`src/rtl/qe_pkg.sv`:
```
// Shared constants, types and helpers for the quaternion to Euler angle core.
`default_nettype none
package qe_pkg;

  // Field formats
  localparam int IN_W     = 16;
  localparam int IN_FRAC  = 14;
  localparam int ANG_FRAC = 7;
  localparam int ROLL_W   = 16;
  localparam int PITCH_W  = 15;
  localparam int ZFRAC    = 24;

  // Internal widths
  localparam int ARG_W    = 36;   // atan2 argument, Q28 sums
  localparam int Z_W      = 34;   // angle accumulator, 2^-24 degree
  localparam int CX_W     = 45;   // CORDIC x/y datapath
  localparam int NX_W     = 37;   // atan2 args after sign fold
  localparam int SH_W     = 6;    // normalize shift
  localparam int NORM_TOP = 40;   // normalized magnitude in [2^40, 2^41)
  localparam int M_W      = 30;   // pitch sine magnitude, Q30
  localparam int SQ_N_W   = 62;   // radicand, padded to even width
  localparam int SQ_STEPS = SQ_N_W / 2;
  localparam int ROOT_W   = SQ_STEPS;
  localparam int REM_W    = 35;

  localparam int CORDIC_STEPS = 16;
  localparam int ATAN_LAT     = 4 + CORDIC_STEPS;

  localparam logic signed [Z_W-1:0] DEG90  = 34'sd1509949440;
  localparam logic signed [Z_W-1:0] DEG180 = 34'sd3019898880;
  localparam logic signed [PITCH_W-1:0] P90 = PITCH_W'(90 * (1 << ANG_FRAC));

  // atan(2^-i) in degrees * 2^24
  localparam logic [29:0] ATAN_TAB [32] = '{
    30'd754974720, 30'd445687602, 30'd235489088, 30'd119537938, 30'd60000934,
    30'd30029717, 30'd15018523, 30'd7509720, 30'd3754917, 30'd1877466,
    30'd938734, 30'd469367, 30'd234684, 30'd117342, 30'd58671, 30'd29335,
    30'd14668, 30'd7334, 30'd3667, 30'd1833, 30'd917, 30'd458, 30'd229,
    30'd115, 30'd57, 30'd29, 30'd14, 30'd7, 30'd4, 30'd2, 30'd1, 30'd0
  };

  // atan2 special-case codes
  typedef enum logic [2:0] {
    SP_NONE,
    SP_ZERO,
    SP_P180,
    SP_P90,
    SP_M90
  } spec_t;

  // Round to nearest (ties up) and saturate to a w-bit signed field
  function automatic logic signed [15:0] field_sat(input logic signed [Z_W-1:0] z,
                                                   input int w);
    logic signed [Z_W:0] t;
    logic signed [Z_W:0] v;
    logic signed [Z_W:0] hi;
    logic signed [Z_W:0] lo;
    logic signed [Z_W:0] r;
    t  = (Z_W+1)'(z) + (Z_W+1)'(1 << (ZFRAC - ANG_FRAC - 1));
    v  = t >>> (ZFRAC - ANG_FRAC);
    hi = (Z_W+1)'((1 << (w - 1)) - 1);
    lo = -hi - 1;
    if (v > hi) r = hi;
    else if (v < lo) r = lo;
    else r = v;
    return r[15:0];
  endfunction

endpackage
`default_nettype wire

```
`src/rtl/qe_isqrt.sv`:
```
// Pipelined floor square root, one result bit per stage.
`default_nettype none
module qe_isqrt (
  input  wire logic                        clk,
  input  wire logic                        en,
  input  wire logic [qe_pkg::SQ_N_W-1:0]   n,
  output logic      [qe_pkg::ROOT_W-1:0]   root
);
  import qe_pkg::*;

  logic [REM_W-1:0]  rem_r  [SQ_STEPS-1];
  logic [SQ_N_W-1:0] nr_r   [SQ_STEPS-1];
  logic [ROOT_W-1:0] root_r [SQ_STEPS];

  for (genvar k = 0; k < SQ_STEPS; k++) begin : g_step
    logic [REM_W-1:0]  rp;
    logic [REM_W-1:0]  rs;
    logic [REM_W-1:0]  tr;
    logic [ROOT_W-1:0] qp;
    logic [SQ_N_W-1:0] np;

    if (k == 0) begin : g_first
      assign rp = '0;
      assign qp = '0;
      assign np = n;
    end else begin : g_next
      assign rp = rem_r[k-1];
      assign qp = root_r[k-1];
      assign np = nr_r[k-1];
    end

    // bring down the next bit pair, trial subtract 4*root+1
    assign rs = {rp[REM_W-3:0], np[SQ_N_W-1 -: 2]};
    assign tr = REM_W'({qp, 2'b01});

    always_ff @(posedge clk) begin
      if (en) begin
        root_r[k] <= {qp[ROOT_W-2:0], (rs >= tr)};
      end
    end

    if (k < SQ_STEPS - 1) begin : g_carry
      always_ff @(posedge clk) begin
        if (en) begin
          rem_r[k] <= (rs >= tr) ? rs - tr : rs;
          nr_r[k]  <= np << 2;
        end
      end
    end
  end

  assign root = root_r[SQ_STEPS-1];

endmodule
`default_nettype wire

```
`config.mk`:
```
export PLATFORM = sky130hd
export DESIGN_NAME = qe_isqrt
export DESIGN_NICKNAME = d
export VERILOG_FILES = /design/src/rtl/qe_pkg.sv /design/src/rtl/qe_isqrt.sv
export SDC_FILE = /design/constraint.sdc
export NUM_CORES = 2
export LEC_CHECK = 0
export BUFFER_PORTS_ARGS = -buffer_cell sky130_fd_sc_hd__buf_4
export CELL_PAD_IN_SITES_DETAIL_PLACEMENT = 1
export CELL_PAD_IN_SITES_GLOBAL_PLACEMENT = 2
export CORE_MARGIN = 8
export CORE_UTILIZATION = 45
export CTS_CLUSTER_SIZE = 28
export DETAILED_ROUTE_END_ITERATION = 8
export PLACE_DENSITY = 0.86
export SETUP_SLACK_MARGIN = 0.5
export SYNTH_ARGS = -nofsm -noshare
export SYNTH_HDL_FRONTEND = slang
export SYNTH_SLANG_ARGS = --single-unit
```
`constraint.sdc`:
```
create_clock -name clk -period 5.4 [get_ports clk]
set_input_delay 0.27 -clock clk [delete_from_list [all_inputs] [get_ports clk]]
set_output_delay 0.27 -clock clk [all_outputs]
set_load 0.01 [all_outputs]
```
* After elaboration in Yosys (flattened, before gate mapping)
Memory sizes are Yosys's and may differ from the RTL's. Cells that the tools add are included.
Storage, ports and cells: register bits 0, RAM bits 3811, input bits 64, logic and storage cells 96, memories kept 3
Memories:
- nr_r | depth 30, bits a word 60, rd ports 30, clocked after Yosys merged registers in 0, wr ports 30, line qe_isqrt.sv:12 | logic [SQ_N_W-1:0] nr_r [SQ_STEPS-1];
- rem_r | depth 30, bits a word 35, rd ports 30, clocked after Yosys merged registers in 0, wr ports 30, line qe_isqrt.sv:11 | logic [REM_W-1:0] rem_r [SQ_STEPS-1];
- root_r | depth 31, bits a word 31, rd ports 31, clocked after Yosys merged registers in 0, wr ports 31, line qe_isqrt.sv:13 | logic [ROOT_W-1:0] root_r [SQ_STEPS];
Operators by class: $add $sub $neg 30, order comparisons 31, multiplexer cells 32
Operator list (count):
- greater-or-equal comparator 35 x 33 -> 1 bit | 30
- 2-to-1 mux 35 bit | 30
- subtractor 35 x 33 -> 35 bit | 29
- subtractor 2 x 1 -> 3 bit (second input constant) | 1
- greater-or-equal comparator 2 x 1 -> 1 bit (second input constant) | 1
- 2-to-1 mux 1 bit | 2

* Logic depth before layout (Yosys ltp)
An unclocked memory read counts as a cell.
depth in word-level cells 3, mapped depth 14, mapped depth without buffers 11

* Worst setup path before layout
OpenSTA, ideal clock, no wires.
kind reg-to-reg, from memory rem_r[16][11], in the netlist rem_r[1][11], to memory rem_r[17][30], in the netlist rem_r[1][65] (data pin), setup time 258 ps, arrival time 3039 ps, data required time 5142 ps, slack 2103 ps, cell stages (with the launch flop) 10, buffers on the path 0, period minus slack after synthesis 3297 ps, cell sequence edfxtp_1 -> ha_1 -> nand2_1 -> or3_1 -> or4_1 -> nand3_1 -> a311oi_1 -> or4_4 -> or4_1 -> xnor2_1
RTL lines (line):
- from (decl) | qe_isqrt.sv:11

==> summary.md <==
| Metric | Value |
|---|---|
| Status | completed |
| CP max stage cell | or2_2 |
| Max incr delay on CP | 0.75 ns |
| Post-CTS Resized | 0 |
| Ys async rst share | 0% |
| Vias in the first global route | 71,600 |
| Detailed Route Iter0 Violations | roughly 4,200 |
| Hold Crit Class | input port to flip-flop |
| Leading area contributor after synthesis | edfxtp_1 |
| Synth cell types | 92 |
| Post-synth EDFFs | 2,367 |
| Via count | 68,200 |
| Ranking of synthesized cells by area | edfxtp_1 64%, ha_1 5.9%, xor2_1 3.2%, xnor2_1 2.8%, a21oi_1 2.4% |
| Pleak | 47.4 nW |
| Ports | 95 |
| Clock share of power | 33.4% |
| P_int | 37.9 mW |
| Largest net degree at the start of global routing | ~180 |
| Final setup violation count | 0 |
| Port Buffers | 94 |
| Placed inst area | 116,000 um^2 |
| Post-CTS Setup Bufs | 0 |
| Slew headroom | 22.5% |
| FMAX | 0.238 GHz |
| Final period demand of the worst path | 4.20 ns |
| Setup CP Type | flip-flop to flip-flop |
| Top FF cell, synth | edfxtp_1 |
| # DRC | 0 |
| Yosys top cell area share | 64.0% |
| Setup_tns | 0 ns |
| Power share of the combinational group | 19.9% |
| Row cnt | 182 |
| First-pass GRT wire length | 401,000 um |
| Switching part of the total | 28.4% |
| PwrDens | 424 nW/um^2 |
| Core ar. | 246,000 um^2 |
| TritonCTS clock tree | built |
| Top Layer Used | met4 |
| Req. time, crit path | about 6.1 ns |
| Seq/Total Area, Yosys | roughly 64% |
| Syn Nets | 9,271 |
| Clock Latency Late Sink | 0.92 ns |
| H-tree depth | 5 |
| M1 wire length | 107,000 um |
| Routed length on met3 | 7130 um |
| RSZ-0062 raised after global routing | false |
| P&R area growth vs syn | 12.5% |
| Count of warnings emitted by yosys | 0 |
| Die Ht | 513 um |
| Crit path cell chain | ha_1, a21oi_1, a211oi_1, a211oi_1, o21bai_1, a31oi_1, a21boi_0, or2_2, buf_4, mux2_2 |
| Die Area | between 200,000 and 300,000 um^2 |
| Synthesized area per cell | about 13 um^2 |
| Startpoint Class | flip-flop |
| HPWL Detailed | 184,000 um |
| Clock Tree Buf Depth | 4 |
| Design area | approximately 120,000 um^2 |
| Post-Synthesis Cells | 8,679 |
| Initial Utilization | between 40% and 50% |
| Layout cells sized above 1 | 7.67% |
| Die span in x | 513 um |
| Antenna violations before repair | 3 |
| Fin Clk Skew | 0.0701 ns |
| Psw | 15.1 mW |
| Worst Tran Pin Value | 1.16 ns |
| Nets | 9,580 |
| Reg power frac | 46.7% |
| Max_cap viols | 0 |
| Synth Cell Area | 111,000 um^2 |
| Most numerous cell on the critical path | a211oi_1 |
| Clock Root Buffer | clkbuf_16 |
| Arrival time worst endpoint | about 4.9 ns |
| DR WL/cell | roughly 20 um |
| DRT Wirelength | 254,000 um |
| Gr usage total | 18.8% |
| Crit end category | flip-flop |
| Clock sinks | about 2,400 |
| Antenna-violating nets left | 0 |
| Crit Path Max Fanout | 40 |
| Total CTS buffers | 279 |
| Slew Limit Fails | 0 |
| Hold Violations, Final | 0 |
| Bufs and invs on worst path | 1 |
| WL met2 | roughly 130,000 um |
| CP delay by family, top | compound AO/OA/AOI/OAI gates |
| DR pass1 iterations | 5 |
| Worst-path clk slew | 0.06 ns |
| Seq cells post-synth | 2,367 |
| Peak VDD IR | roughly 0.00033 V |
| Via density | between 5 and 6 |
| Final period utilization | 77.8% |
| Placer Congestion | between 0.8 and 0.9 |
| GR Overflow Total | 0 |
## cell usage after synthesis, types with 20 or more instances
cell,count
nand3_1,141
and2_1,35
nand2b_1,91
or3_1,101
o31ai_1,50
inv_1,675
nor2b_1,79
a211oi_1,50
a21oi_1,540
or4_1,58
o21a_1,100
a31oi_1,66
ha_1,528
o21ai_0,511
and3_1,51
nor4_1,118
o21bai_1,48
edfxtp_1,2367
clkbuf_1,163
a21boi_0,24
xnor2_1,352
mux2_2,70
a21o_1,227
nor3_1,222
nand4_1,102
nor2_1,494
nand3b_1,20
nand2_1,588
o211ai_1,30
or2_2,48
xor2_1,412
buf_2,21
## worst paths after layout
kind	from	end	slack (ns)	depth (start not counted)
setup reg to reg	rem_r[1][389]	rem_r[1][424]	1.20	10
hold reg to reg	nr_r[0][127]	nr_r[0][189]	0.36	0
hold / removal	n[28]	nr_r[0][28]	0.08	2
setup / recovery	rem_r[1][389]	rem_r[1][424]	1.20	10
## layout by cell type (no fill, tap or decap), types with 282 or more instances in the layout
cell type	synthesis	final
ha_1	528	528
inv_1	675	675
xnor2_1	352	352
o21ai_0	511	511
xor2_1	412	412
nor2_1	494	494
clkbuf_16	0	282
nand2_1	588	588
a21oi_1	540	540
edfxtp_1	2367	2367
## metal layers
metal / track usage, % / vias to the layer above
met2: 34.3 / 1020
met5: 0 / -
met3: 2.35 / 491
li1: - / 32800
met1: 23.1 / 33900
met4: 6.15 / 0
## logic make-up (layout without fill, tap and decap cells)
family / after synthesis / in the layout / share of synthesized area, %
multiplexers: 77 / 77 / 0.773
adder cells (fa/ha/maj): 528 / 528 / 5.95
AO/OA/AOI/OAI: 1834 / 1834 / 10.2
flip-flops: 2367 / 2367 / 64.0
AND/OR/NAND/NOR: 2233 / 2233 / 10.0
other: 1 / 3 / 0.00338
buffers and inverters: 875 / 1375 / 2.98
XOR/XNOR: 764 / 764 / 6.03
## flip-flops by register name, indices dropped and copies added (netlist names)
name and count:
rem_r 941, nr_r 930, root_r 496
## power groups by stage
stage / sequential [mW] / clock (mW) / combinational (mW)
floorplan: 24.3 / 0 / 7.58
global placement: 25.1 / 0 / 10.2
detailed placement: 25.2 / 0 / 10.4
CTS: 24.8 / 18.2 / 10.6
global route: 25.0 / 18.8 / 11.7
finish: 24.8 / 17.7 / 10.5
## metrics by stage
step | std cells | hold WS, ns | util, % | power (mW) | setup slack [ns]
final | 12400 | 0.0807 | 50.9 | 53.0 | 1.20
after CTS | 12400 | 0.000110 | 50.9 | 53.6 | 1.21
after global placement | 11900 | 0.400 | 47.1 | 35.2 | 1.35
after floorplan | 8679 | 0.369 | - | 31.9 | 2.10
after detailed placement | 11900 | 0.405 | 47.1 | 35.6 | 1.28
after global routing | 12400 | 0.0175 | 50.9 | 55.5 | 0.953
## what timing repair did
item	CTS	global route
setup endpoints to repair	0	0
hold endpoints to repair	116	0
hold buffers	69	0
## final cells by class
cell class	instances	area, um^2
clock inverter	147	1280
timing repair buffer	228	2070
clock buffer	325	7220
inverter	675	2530
antenna	2	5.00
tap	3220	4030
fill	24600	121000
sequential	2367	71100
multi-input combinational	5437	36800
Power figures use the tool's default switching activity.
